## src/sv/sct_pkg.sv

```systemverilog
// Shared types, token kinds and keyword tables for the script character tokenizer.
`default_nettype none

package sct_pkg;

  localparam int unsigned POS_WIDTH_DEF = 16;
  localparam int unsigned NUM_KW        = 6;
  localparam int unsigned KW_MAXLEN     = 9;
  localparam int unsigned KW_IDX_W      = $clog2(KW_MAXLEN);
  localparam int unsigned FIFO_DEPTH    = 4;
  localparam int unsigned FIFO_IDX_W    = $clog2(FIFO_DEPTH);
  localparam int unsigned FIFO_CNT_W    = $clog2(FIFO_DEPTH + 1);

  localparam logic [15:0] LEN_MAX = 16'hFFFF;

  localparam logic [3:0] KIND_EQUAL    = 4'd0;
  localparam logic [3:0] KIND_LPAREN   = 4'd1;
  localparam logic [3:0] KIND_RPAREN   = 4'd2;
  localparam logic [3:0] KIND_COMMA    = 4'd3;
  localparam logic [3:0] KIND_NUMBER   = 4'd4;
  localparam logic [3:0] KIND_IDENT    = 4'd5;
  localparam logic [3:0] KIND_KEYWORD0 = 4'd6;
  localparam logic [3:0] KIND_BAD      = 4'd12;

  localparam logic [7:0] KW_TEXT [NUM_KW][KW_MAXLEN] = '{
    '{"c", "o", "n", "n", "e", "c", "t", 8'h00, 8'h00},
    '{"p", "o", "w", "e", "r", 8'h00, 8'h00, 8'h00, 8'h00},
    '{"r", "e", "s", "i", "s", "t", "o", "r", 8'h00},
    '{"c", "a", "p", "a", "c", "i", "t", "o", "r"},
    '{"g", "r", "o", "u", "n", "d", 8'h00, 8'h00, 8'h00},
    '{"i", "n", "d", "u", "c", "t", "o", "r", 8'h00}
  };

  localparam logic [15:0] KW_LEN [NUM_KW] = '{
    16'd7, 16'd5, 16'd8, 16'd9, 16'd6, 16'd8
  };

  typedef enum logic [3:0] {
    MODE_IDLE  = 4'b0001,
    MODE_INT   = 4'b0010,
    MODE_FRAC  = 4'b0100,
    MODE_IDENT = 4'b1000
  } mode_t;

  typedef struct packed {
    logic [3:0]  kind;
    logic [15:0] start;
    logic [15:0] len;
    logic        last;
  } tok_t;

  // Keeps the keywords that still match after character c at offset at.
  function automatic logic [NUM_KW-1:0] kw_narrow(input logic [NUM_KW-1:0] mask,
                                                  input logic [15:0] at,
                                                  input logic [7:0] c);
    logic [NUM_KW-1:0] res;
    res = '0;
    for (int k = 0; k < NUM_KW; k++) begin
      if (mask[k] && (at < KW_LEN[k]) && (KW_TEXT[k][at[KW_IDX_W-1:0]] == c)) begin
        res[k] = 1'b1;
      end
    end
    return res;
  endfunction

endpackage

`default_nettype wire

```

## src/sv/script_char_tokenizer.sv

```systemverilog
// Top level of the script character tokenizer: scanner state and result queue.
// A token is written into the result queue when the character that ends it is accepted.
// Throughput: one character per cycle while in_stall is low; a character that ends a token
// and is itself a token gives two results, drained one per cycle from a four-entry
// result queue while out_stall is low. Input stalls while fewer than two queue entries are free.
// Reset (synchronous) empties the queue, sets the scanner idle and position to zero.
`default_nettype none

module script_char_tokenizer #(
  parameter int unsigned POS_WIDTH = sct_pkg::POS_WIDTH_DEF
) (
  input  wire logic        clk,
  input  wire logic        rst,
  input  wire logic        in_valid,
  output logic             in_stall,
  input  wire logic [7:0]  ch,
  input  wire logic        is_end,
  output logic             out_valid,
  input  wire logic        out_stall,
  output logic [3:0]       kind,
  output logic [15:0]      start_pos,
  output logic [15:0]      token_len,
  output logic             last
);

  localparam logic [sct_pkg::NUM_KW-1:0] KW_ALL = '1;

  sct_pkg::mode_t            mode, mode_next;
  logic [POS_WIDTH-1:0]      pos, pos_next;
  logic [POS_WIDTH-1:0]      pstart, pstart_next;
  logic [15:0]               plen, plen_next;
  logic [sct_pkg::NUM_KW-1:0] cand, cand_next;

  sct_pkg::tok_t             fifo [sct_pkg::FIFO_DEPTH];
  logic [sct_pkg::FIFO_IDX_W-1:0] wr_ptr, rd_ptr;
  logic [sct_pkg::FIFO_CNT_W-1:0] count;

  logic                      in_acc, out_acc;
  logic                      v0, v1;
  sct_pkg::tok_t             r0, r1, push_a;
  logic [1:0]                push_n;
  logic [3:0]                fkind, pkind;
  logic [15:0]               plen_inc;
  logic                      is_digit, is_letter, is_blank, is_punct;

  assign in_acc  = in_valid && !in_stall;
  assign out_acc = out_valid && !out_stall;
  assign in_stall = (count > sct_pkg::FIFO_CNT_W'(sct_pkg::FIFO_DEPTH - 2));
  assign out_valid = (count != '0);

  assign kind      = fifo[rd_ptr].kind;
  assign start_pos = fifo[rd_ptr].start;
  assign token_len = fifo[rd_ptr].len;
  assign last      = fifo[rd_ptr].last;

  assign is_digit  = (ch >= "0") && (ch <= "9");
  assign is_letter = ((ch >= "a") && (ch <= "z")) || ((ch >= "A") && (ch <= "Z"));
  assign is_blank  = (ch == " ") || (ch == 8'h09) || (ch == 8'h0D) || (ch == 8'h0A);
  assign is_punct  = (ch == "=") || (ch == "(") || (ch == ")") || (ch == ",");
  assign plen_inc  = (plen == sct_pkg::LEN_MAX) ? plen : plen + 16'd1;

  always_comb begin
    unique case (ch)
      "=":     pkind = sct_pkg::KIND_EQUAL;
      "(":     pkind = sct_pkg::KIND_LPAREN;
      ")":     pkind = sct_pkg::KIND_RPAREN;
      default: pkind = sct_pkg::KIND_COMMA;
    endcase
  end

  // Kind of the pending token if it were emitted now; the lowest matching keyword wins.
  always_comb begin
    fkind = sct_pkg::KIND_NUMBER;
    if (mode == sct_pkg::MODE_IDENT) begin
      fkind = sct_pkg::KIND_IDENT;
      for (int k = sct_pkg::NUM_KW - 1; k >= 0; k--) begin
        if (cand[k] && (plen == sct_pkg::KW_LEN[k])) begin
          fkind = 4'(sct_pkg::KIND_KEYWORD0 + 4'(k));
        end
      end
    end
  end

  always_comb begin
    mode_next   = mode;
    pos_next    = pos;
    pstart_next = pstart;
    plen_next   = plen;
    cand_next   = cand;
    v0 = 1'b0;
    v1 = 1'b0;
    r0 = '{kind: fkind, start: 16'(pstart), len: plen, last: 1'b1};
    r1 = '{kind: sct_pkg::KIND_BAD, start: 16'(pos), len: 16'd1, last: 1'b1};
    if (in_acc) begin
      if (is_end) begin
        v0        = (mode != sct_pkg::MODE_IDLE);
        mode_next = sct_pkg::MODE_IDLE;
        plen_next = '0;
        cand_next = KW_ALL;
        pos_next  = '0;
      end else begin
        pos_next = pos + POS_WIDTH'(1);
        priority if (mode == sct_pkg::MODE_INT && (is_digit || ch == ".")) begin
          plen_next = plen_inc;
          if (ch == ".") begin
            mode_next = sct_pkg::MODE_FRAC;
          end
        end else if (mode == sct_pkg::MODE_FRAC && is_digit) begin
          plen_next = plen_inc;
        end else if (mode == sct_pkg::MODE_IDENT && (is_letter || is_digit)) begin
          cand_next = sct_pkg::kw_narrow(cand, plen, ch);
          plen_next = plen_inc;
        end else begin
          v0        = (mode != sct_pkg::MODE_IDLE);
          mode_next = sct_pkg::MODE_IDLE;
          plen_next = '0;
          cand_next = KW_ALL;
          priority if (is_blank) begin
            v1 = 1'b0;
          end else if (is_punct) begin
            v1      = 1'b1;
            r1.kind = pkind;
          end else if (is_digit) begin
            mode_next   = sct_pkg::MODE_INT;
            pstart_next = pos;
            plen_next   = 16'd1;
          end else if (is_letter) begin
            mode_next   = sct_pkg::MODE_IDENT;
            pstart_next = pos;
            plen_next   = 16'd1;
            cand_next   = sct_pkg::kw_narrow(KW_ALL, 16'd0, ch);
          end else begin
            v1 = 1'b1;
          end
        end
      end
    end
    r0.last = !v1;
    push_a  = v0 ? r0 : r1;
    push_n  = {1'b0, v0} + {1'b0, v1};
  end

  always_ff @(posedge clk) begin
    if (rst) begin
      mode   <= sct_pkg::MODE_IDLE;
      pos    <= '0;
      pstart <= '0;
      plen   <= '0;
      cand   <= KW_ALL;
      wr_ptr <= '0;
      rd_ptr <= '0;
      count  <= '0;
    end else begin
      mode   <= mode_next;
      pos    <= pos_next;
      pstart <= pstart_next;
      plen   <= plen_next;
      cand   <= cand_next;
      wr_ptr <= wr_ptr + sct_pkg::FIFO_IDX_W'(push_n);
      rd_ptr <= rd_ptr + sct_pkg::FIFO_IDX_W'(out_acc);
      count  <= count + sct_pkg::FIFO_CNT_W'(push_n) - sct_pkg::FIFO_CNT_W'(out_acc);
    end
  end

  always_ff @(posedge clk) begin
    if (push_n != 2'd0) begin
      fifo[wr_ptr] <= push_a;
    end
    if (push_n == 2'd2) begin
      fifo[wr_ptr + sct_pkg::FIFO_IDX_W'(1)] <= r1;
    end
  end

`ifndef ASSERT_OFF
  a_count_bound: assert property (@(posedge clk) disable iff (rst)
    count <= sct_pkg::FIFO_CNT_W'(sct_pkg::FIFO_DEPTH))
    else $error("result queue overflow");

  a_idle_len: assert property (@(posedge clk) disable iff (rst)
    (mode == sct_pkg::MODE_IDLE) |-> (plen == 16'd0))
    else $error("idle scanner holds a pending length");

  a_end_rewind: assert property (@(posedge clk) disable iff (rst)
    (in_acc && is_end) |=> (pos == '0) && (mode == sct_pkg::MODE_IDLE))
    else $error("end marker did not rewind the scanner");

  a_len_nonzero: assert property (@(posedge clk) disable iff (rst)
    out_valid |-> (token_len != 16'd0))
    else $error("empty token emitted");
`endif

endmodule

`default_nettype wire
```

## config.mk

```make
export PLATFORM = sky130hd
export DESIGN_NAME = script_char_tokenizer
export DESIGN_NICKNAME = d
export VERILOG_FILES = /design/src/sv/sct_pkg.sv /design/src/sv/script_char_tokenizer.sv
export SDC_FILE = /design/constraint.sdc
export NUM_CORES = 1
export LEC_CHECK = 0
export BUFFER_PORTS_ARGS = -buffer_cell sky130_fd_sc_hd__buf_2
export CORE_UTILIZATION = 25
export DETAILED_ROUTE_END_ITERATION = 7
export GPL_TIMING_DRIVEN = 0
export SETUP_SLACK_MARGIN = 0.15
export SYNTH_ARGS = -nofsm -noshare
export SYNTH_HDL_FRONTEND = slang
export SYNTH_SLANG_ARGS = --single-unit
```

## constraint.sdc

```tcl
create_clock -name clk -period 4.1 [get_ports clk]
set_clock_uncertainty 0.05 [all_clocks]
set_input_delay 0.82 -clock clk [delete_from_list [all_inputs] [get_ports clk]]
set_output_delay 0.82 -clock clk [all_outputs]
set_load 0.02 [all_outputs]
```

==> run metrics, run 1 <==
Final ANT Viol Nets=0; Post-Syn Area=around 11000 um^2; crit start category=input pin; Ys Warns=0; vias per cell=about 5; Final Setup Violations=0; Die X=between 200 and 250 um; register bit total from synthesis=213; Clock Tree Root=clkbuf_16; Net Count, Synth=around 1100; I/O Pins=52; Placer Congestion=0.907; GR Layer Usage met3=0.0161; vias in the first global route=8732; Residual DRC=0; fill count=between 4000 and 5000; Finished Core Util=0.304; leading area contributor after synthesis=dfxtp_1; via count=between 8000 and 9000; met2 GRT Util=0.260; Layout Nets=around 1200; total global-route track usage=0.149; Final Hold Fails=0; largest net degree at the start of global routing=13; first-pass GRT wire length=51900 um; register area=5060 um^2; HP Class=register to register; Wirelength per Cell=roughly 19 um; syn_area_per_cell=10.6 um^2; Total Die Area=between 40000 and 50000 um^2; busiest metal layer after global routing=met2; antenna violations before repair=0; worst-path fanout max=10; Pins Over Slew Limit=0; drt pass-1 iters=7; post-synthesis sequential area ratio=0.463; met1 Resource Use GR=0.194; Synth Flop Type=dfxtp_1; Max Clk Rate=~0.25 GHz; Clock Latency Late Sink=0.53 ns; Starting DRT DRC Count=about 750; total routed wirelength=roughly 34000 um; total power=~0.0060 W; Peak VDD IR=~0.30 mV; element type at the critical path end=register; CTS Sinks=~210; post-synth top area share=0.243; Async SR Flop Fraction=0; core area=43100 um^2; Final HPWL DP=~23000 um; RSZ-0062 raised after global routing=yes; Synth area leaders=dfxtp_1 24%, edfxtp_1 22%, a22o_1 9.9%; Ant. Diodes=0; max cap viols=0; Rel. slew slack=0.386; Starting Density=0.254; Num CTS Buffers=25; Post-synth EDFFs=80; Slew @ Worst Pin=0.920 ns; PwrDens=457 nW/um^2; Area Overhead vs Synth=19.5%; Final Critical Period=around 3.9 ns; Congestion Overflow GR=0; library cells used by synthesis=~80; number of I/O port buffers=46; status=completed; static leakage=~4.3 nW; Max clock buf depth=3; worst setup path category=input pin to register; Post-Synthesis Cells=roughly 1000; CTS tree=done; layout cells sized above 1=0.199; CTS HTree Levels=1; Rows=76; Die Ht=211 um; critical path required time=roughly 4.4 ns; Multi-input gate area=about 5400 um^2; Final period util=0.960; Worst-path clk slew=about 0.060 ns; Data arrival, critical path=about 4.3 ns
-- cell type report --
cell class | instances | share of cell area
plain buffers | 94 | 0.0351
clock buffers | 36 | 0.0556
clock inverters | 8 | 0.00383
inverters | 26 | 0.00900
multi-input cells | 698 | 0.417
flip-flops and latches | 213 | 0.387
well taps | 585 | 0.0560
repair buffers | 73 | 0.0341
repair inverters | 4 | 0.00230
-- power by group --
group	switching [W]	leakage (nW)	internal [W]
Sequential	0.0000759	1.73	0.00235
Clock	0.000881	0.377	0.00123
Combinational	0.000893	2.22	0.000546
-- sequential cells by signal, indices dropped and copies added (netlist names) --
name,count
fifo,148
plen,16
pos,16
pstart,16
cand,6
mode,4
count,3
rd_ptr,2
wr_ptr,2
-- kinds of logic after synthesis --
kind of cell / share of synthesized area
and+or+nand+nor: 0.145
AOI/OAI and AO/OA: 0.195
DFF: 0.463
buffers and inverters: 0.0493
muxes: 0.0964
xor gates and xnor gates: 0.0320
adders and majority gates: 0.0190
-- final timing paths --
kind	slack, ns	depth (start not counted)	end	start
setup / recovery	0.17	14	fifo[0][26]$_DFFE_PP_	ch[3]
hold reg to reg	0.42	1	fifo[2][7]$_SDFFE_PP0P_	fifo[2][7]$_SDFFE_PP0P_
hold / removal	0.42	1	fifo[2][7]$_SDFFE_PP0P_	fifo[2][7]$_SDFFE_PP0P_
setup reg to reg	0.25	14	fifo[0][26]$_DFFE_PP_	mode[2]$_SDFFE_PP0P_
-- cell usage after synthesis (9+ instances only) --
cell and n:
a21oi_1 47, or3_1 12, a31oi_1 14, mux4_2 37
mux2i_1 21, buf_1 11, nor4_1 11, nor2b_1 17
xnor2_1 25, clkbuf_1 58, buf_2 16, and3_1 9
ha_1 15, inv_1 24, dfxtp_1 133, nand4_1 10
nand3_1 18, nand2_1 50, nor3_1 19, a22o_1 124
nor2_1 96, edfxtp_1 80, o21ai_0 29, xor2_1 15
-- critical path, stage by stage --
cell,delay (ns)
buf_2,0.15
or4_4,0.57
o221a_4,0.33
nand3_2,0.15
and3_1,0.19
buf_6,0.18
clkinv_4,0.09
buf_6,0.15
ha_1,0.28
nor3_2,0.34
nor2_4,0.18
a21oi_4,0.32
clkbuf_4,0.33
a22o_1,0.17
-- per-stage QoR --
stage / setup slack (ns) / hold WS (ns) / area (um^2) / TNS [ns] / instances
3_5_place_dp: -0.928 / 0.404 / 11900 / -112.35 / 1662
3_3_place_gp: -0.892 / 0.402 / 11900 / -108.25 / 1662
2_1_floorplan: 0.0811 / 0.387 / 11000 / 0 / 1031
4_1_cts: 0.143 / 0.420 / 13000 / 0 / 1730
5_1_grt: 0.0921 / 0.431 / 13100 / 0 / 1737
6_report: 0.166 / 0.418 / 13100 / 0 / 1737
-- metal layers --
layer | wire length, um | part of all wire | vias to the layer above
met1 | 14500 | 0.43 | 4345
li1 | - | - | 4133
met2 | 16500 | 0.49 | 288
met3 | 1740 | 0.052 | 57
met5 | 0 | 0 | -
met4 | 924 | 0.028 | 0
-- layout by cell type, fill, tap and decap left out, types with 10 or more instances in the layout --
cell / n
nand4_1: 10
a31oi_1: 13
nand3_1: 18
clkbuf_1: 58
xor2_1: 15
inv_1: 20
nor2b_1: 17
clkbuf_16: 25
o21ai_0: 29
ha_1: 14
buf_2: 59
a21oi_1: 46
buf_4: 28
clkinvlp_4: 10
xnor2_1: 25
mux2i_1: 21
nand2_1: 50
nor4_1: 11
mux4_2: 37
nor3_1: 17
nor2_1: 91
a22o_1: 124
edfxtp_1: 80
dfxtp_1: 133
or3_1: 12
-- what timing repair did --
| item | 4_1_cts | 5_1_grt |
|---|---|---|
| hold buffers | 0 | 0 |
| cloned | 4 | 0 |
| endpoints found under the setup margin | 215 | 162 |
| gates resized for setup | 20 | 16 |
| endpoints found under the hold margin | 0 | 0 |
| pin swaps | 2 | 2 |
| setup buffers | 20 | 7 |
Power figures use the tool's default switching activity.
==> run 2, diff against run 1 <==
--- a/config.mk
+++ b/config.mk
@@ -6,6 +6,7 @@
 export NUM_CORES = 1
 export LEC_CHECK = 0
 export BUFFER_PORTS_ARGS = -buffer_cell sky130_fd_sc_hd__buf_2
+export CORE_ASPECT_RATIO = 0.5
 export CORE_UTILIZATION = 25
 export DETAILED_ROUTE_END_ITERATION = 7
 export GPL_TIMING_DRIVEN = 0
==> run 2 against run 1 <==
Compared with the run above:
- non-clock buffer count grew 6
- largest cell class unchanged
- sequential power about the same
- die area is 0.11% higher
- critical endpoint is now fifo[0][30]$_DFFE_PP_
- design area up 0.16%
- largest power group unchanged
- highest routed layer unchanged
- sequential share of layout area is 0.063 points lower
- total power is essentially flat
==> run metrics, run 2 (synthesis results as in run 1) <==
status=completed; total routed wirelength=about 32000 um; dpl cells=around 1700; Final Setup Violations=0; Residual DRC=0; Slowest cell on crit path=or4_4; Starting Density=0.257; Clock Latency Late Sink=between 0.5 and 0.6 ns; drt pass-1 iters=5; Total Die Area=~45000 um^2; first-pass GRT wire length=about 49000 um; Gate power share=0.243; Area Overhead vs Synth=19.7%; Final Critical Period=approximately 3.8 ns; Pint=between 0.004 and 0.005 W; antenna violations before repair=0; max cap viols=0; CP top delay family=simple AND/OR/NAND/NOR gates; Die X=just under 300 um; Placer Congestion=between 0.8 and 0.9; largest net degree at the start of global routing=16; worst-path fanout max=10; core area=between 40000 and 50000 um^2; switch share=0.310; Data arrival, critical path=roughly 4.2 ns; vias per cell=approximately 5; net switching power figure=about 0.0019 W; biggest cell delay along the critical path=0.50 ns; RSZ-0062 raised after global routing=yes; via count=between 8000 and 9000; Max clock buf depth=3; Ant. Diodes=0; Final HPWL DP=around 21000 um; CTS HTree Levels=1; HP Class=register to register; crit start category=input pin; Wirelength per Cell=roughly 19 um; setup TNS=0 ns; worst setup path category=input pin to register; max reg flops=approximately 150; Final Hold Fails=0; Max Clk Rate=roughly 0.26 GHz; PwrDens=between 400 and 500 nW/um^2; CTS Sinks=around 210; Peak VDD IR=around 0.29 mV; Starting DRT DRC Count=between 900 and 1000; Rows=between 50 and 60; total power=approximately 0.0060 W; total global-route track usage=0.140; Final period util=0.936; worst path cell trace=clkbuf_1 > or4_4 > o221a_4 > nand3_2 > and3_1 > buf_6 > clkinv_4 > buf_6 > ha_1 > or3_1 > nor2_2 > buf_2 > a22o_1; Rel. slew slack=0.335; number of I/O port buffers=between 40 and 50; Congestion Overflow GR=0; Post-CTS Hold Buffers=0; critical path required time=4.44 ns; vias in the first global route=between 8000 and 9000; static leakage=roughly 4.4 nW; clock power share=0.351; Final Non-Filler Cells=approximately 1700; Num CTS Buffers=23; crit-path most repeated cell=buf_6; Final ANT Viol Nets=0; hold_ws=between 0.4 and 0.5 ns; Die Ht=~150 um; Pins Over Slew Limit=0; Slew @ Worst Pin=between 0.9 and 1 ns; Layout Nets=around 1200; layout cells sized above 1=0.202; commonest non-fill, non-tap cell in the layout=dfxtp_1; I/O Pins=52; crit path buf inv count=5; Clock Tree Root=clkbuf_16; r2r setup slk=0.30 ns; register share of total power=0.406; commonest non-fill, non-tap cells in the layout=133 x dfxtp_1, 124 x a22o_1, 91 x nor2_1, 80 x edfxtp_1, 59 x buf_2; CTS tree=done; Most flops, register=fifo; Finished Core Util=0.308; element type at the critical path end=register; Worst-path clk slew=0.06 ns
-- run 2: cell types whose count changed in the layout (fill, tap and decap cells not counted), sizes merged --
cell | previous run | this run
clkinv | 7 | 8
clkbuf | 97 | 91
buf | 105 | 113
inv | 21 | 23
clkinvlp | 10 | 8
-- run 2: through the flow --
step | cell area [um^2] | setup WS, ns
finish | 13100 | 0.264
CTS | 12900 | 0.158
global placement | 11900 | -0.909
floorplan | 11000 | 0.0811
detailed placement | 11900 | -0.935
global route | 13100 | 0.0908
-- run 2: final timing paths --
path                                          startpoint                       end  cells after the start
worst min-delay path            fifo[2][10]$_SDFFE_PP0P_  fifo[2][10]$_SDFFE_PP0P_                      1
worst max-delay path                               ch[0]     fifo[0][30]$_DFFE_PP_                     13
worst max register to register      mode[2]$_SDFFE_PP0P_     fifo[0][30]$_DFFE_PP_                     12
worst min register to register  fifo[2][10]$_SDFFE_PP0P_  fifo[2][10]$_SDFFE_PP0P_                      1
-- run 2: repair_timing --
item | CTS | global route
resized for setup | 20 | 13
gates cloned | 4 | 0
pin swaps | 0 | 3
buffers inserted | 15 | 18
setup endpoints to repair | 200 | 97
-- run 2: per-layer routing --
| layer | track usage | vias to the layer above | routed length [um] |
|---|---|---|---|
| met3 | 0.0189 | 57 | 1820 |
| met4 | 0.0451 | 0 | 845 |
| li1 | - | 4148 | - |
| met2 | 0.231 | 306 | 15000 |
| met1 | 0.191 | 4349 | 14600 |
| met5 | 0 | - | 0 |
-- run 2: layout make-up --
cell class                 instances  area, um^2
fill                            4408       29500
multi-input combinational        698        5440
sequential                       213        5060
tap                              577         722
clock buffer                      32         703
timing repair buffer              79         490
buffer                            94         460
inverter                          26         118
clock inverter                     9        66.3
timing repair inverter             4        30.0
-- run 2: power by group through the flow --
stage	Combinational, W	Clock, W	Sequential (W)
floorplan	0.000946	0	0.00244
global placement	0.00136	0	0.00246
detailed placement	0.00135	0	0.00247
CTS	0.00142	0.00213	0.00242
global route	0.00156	0.00220	0.00244
finish	0.00145	0.00210	0.00242
==> run 3, diff against run 2 <==
--- a/config.mk
+++ b/config.mk
@@ -9,7 +9,6 @@
 export CORE_ASPECT_RATIO = 0.5
 export CORE_UTILIZATION = 25
 export DETAILED_ROUTE_END_ITERATION = 7
-export GPL_TIMING_DRIVEN = 0
 export SETUP_SLACK_MARGIN = 0.15
 export SYNTH_ARGS = -nofsm -noshare
 export SYNTH_HDL_FRONTEND = slang
==> run 3 against run 2 <==
Compared with the run above:
- non-clock buffer count decreased by 68
- via count decreased by 5.1%
- design area decreased by 1.8%
- clock power rose by 4%
- worst setup slack better by 0.23 ns
- core utilization down 0.56 points
- wire length fell by 7.4%
- sequential cell count did not move
- total power up 0.25%
- register-to-register slack improved by 0.19 ns
- critical path type is now register to register
- largest cell class unchanged
- largest power group unchanged
==> run metrics, run 3 (synthesis results as in run 1) <==
register area=just over 5000 um^2; drt pass-1 iters=5; Max clock buf depth=3; HP Class=register to register; first-pass GRT wire length=about 47000 um; biggest cell delay along the critical path=between 0.5 and 0.6 ns; Pins Over Slew Limit=0; Rows=53; reg2reg path depth=14; RSZ-0062 raised after global routing=no; CTS Sinks=213; via count=8411; start of the worst register-to-register path=mode[2]$_SDFFE_PP0P_; Slowest cell on crit path=or4b_1; max cap viols=0; Max Clk Rate=0.277 GHz; dpl cell area=approximately 12000 um^2; worst setup path category=register to register; vias in the first global route=just over 8000; Slew @ Worst Pin=~0.81 ns; Congestion Overflow GR=0; Final ANT Viol Nets=0; CTS tree=done; r2r endpoint=count[2]$_SDFF_PP0_; static leakage=~4.3 nW; Wirelength per Cell=18.0 um; Die Ht=roughly 150 um; total routed wirelength=about 30000 um; worst-path fanout max=8; crit start category=register; Hold Crit Depth=1; Num CTS Buffers=23; Starting DRT DRC Count=just under 700; Post-CTS Hold Buffers=0; Ant. Diodes=0; Most flops, register=fifo; number of I/O port buffers=51; Multi-input gate area=~5400 um^2; total power=between 0.005 and 0.006 W; Starting Density=0.257; CTS HTree Levels=1; Area Overhead vs Synth=17.5%; fill count=between 4000 and 5000; vias per cell=5.06; worst path cell trace=or4b_1 > or3_4 > o2bb2ai_1 > nor3_2 > and2_1 > ha_1 > inv_1 > ha_1 > inv_1 > ha_1 > fa_1 > xor2_1 > xnor2_1 > nor2_1; Final Critical Period=~3.6 ns; Final Setup Violations=0; Rel. slew slack=0.458; Residual DRC=0; layout cells sized above 1=0.203; max reg flops=around 150; Total Die Area=44700 um^2; element type at the critical path end=register; antenna violations before repair=0; setup TNS=0 ns; hold_sp=fifo[3][13]$_SDFFE_PP0P_; post-route cell area=~13000 um^2; Final HPWL DP=just under 20000 um; commonest non-fill, non-tap cell in the layout=dfxtp_1; largest net degree at the start of global routing=39; commonest non-fill, non-tap cells in the layout=131 x dfxtp_1, 124 x a22o_1, 93 x nor2_1, 80 x edfxtp_1, 51 x buf_2; post-CTS setup buffer count=0; core area=around 43000 um^2; crit-path most repeated cell=ha_1; Clock Latency Late Sink=between 0.5 and 0.6 ns; Hold EP=fifo[3][13]$_SDFFE_PP0P_; total global-route track usage=0.131; Final Hold Fails=0; PwrDens=between 400 and 500 nW/um^2; Layout Nets=between 1000 and 1500; Data arrival, critical path=3.93 ns; r2r setup slk=just under 0.5 ns; I/O Pins=52; post-cts sizing count=0; Final period util=0.880; Worst-path clk slew=~0.070 ns; status=completed; Peak VDD IR=between 0.2 and 0.3 mV; Placer Congestion=approximately 0.9; Die X=298 um; Clock Tree Root=clkbuf_16; Finished Core Util=0.302; critical path required time=approximately 4.4 ns
==> run 3: cell count changes in the layout (fill, tap and decap cells not counted), sizes merged <==
cell	previous run	this run
inv	23	24
clkinv	8	6
buf	113	105
clkinvlp	8	6
clkbuf	91	29
clkdlybuf4s15	1	0
bufinv	0	3
==> run 3: worst max-delay path, delay by kind of cell (launching register included) <==
family	cells	cell delay, ns
XOR/XNOR	2	0.31
buffers and inverters	2	0.08
flip-flops	1	0.38
AO/OA/AOI/OAI	1	0.25
adder cells (fa/ha/maj)	4	1.12
AND/OR/NAND/NOR	5	1.27
==> run 3: per-layer routing <==
| layer | wire, um | global-route usage | vias to the layer above |
|---|---|---|---|
| met1 | 14000 | 0.180 | 4176 |
| met4 | 644 | 0.0387 | 0 |
| met2 | 14100 | 0.219 | 199 |
| li1 | - | - | 3989 |
| met3 | 1150 | 0.0139 | 47 |
| met5 | 0 | 0 | - |
==> run 3: worst max path at each step <==
stage                    startpoint                    end  depth (start not counted)
3_3_place_gp                  ch[2]    count[2]$_SDFF_PP0_                         15
3_5_place_dp                  ch[2]    count[2]$_SDFF_PP0_                         15
5_1_grt        mode[2]$_SDFFE_PP0P_    count[2]$_SDFF_PP0_                         14
4_1_cts        mode[2]$_SDFFE_PP0P_    count[2]$_SDFF_PP0_                         14
6_report       mode[2]$_SDFFE_PP0P_    count[2]$_SDFF_PP0_                         14
2_1_floorplan                 ch[5]  fifo[3][33]$_DFFE_PP_                         14
==> run 3: report_power, final <==
| part | internal (W) | total [W] | switching, W |
|---|---|---|---|
| combinational | 0.000548 | 0.00133 | 0.000787 |
| clock | 0.00131 | 0.00218 | 0.000879 |
| sequential | 0.00235 | 0.00247 | 0.000116 |
==> run 3: cell type report <==
cell class | instances | area share
Sequential cell | 213 | 0.394
Multi-Input combinational cell | 698 | 0.417
Clock inverter | 13 | 0.0124
Inverter | 26 | 0.00915
Clock buffer | 29 | 0.0497
Timing Repair Buffer | 105 | 0.0611
Tap cell | 577 | 0.0562
==> run 3: through the flow <==
stage          cells  hold slack, ns  setup slack, ns
2_1_floorplan   1031           0.387           0.0811
3_3_place_gp    1619           0.400            0.132
3_5_place_dp    1619           0.401           0.0966
4_1_cts         1661           0.422            0.500
5_1_grt         1661           0.434            0.302
6_report        1661           0.417            0.493
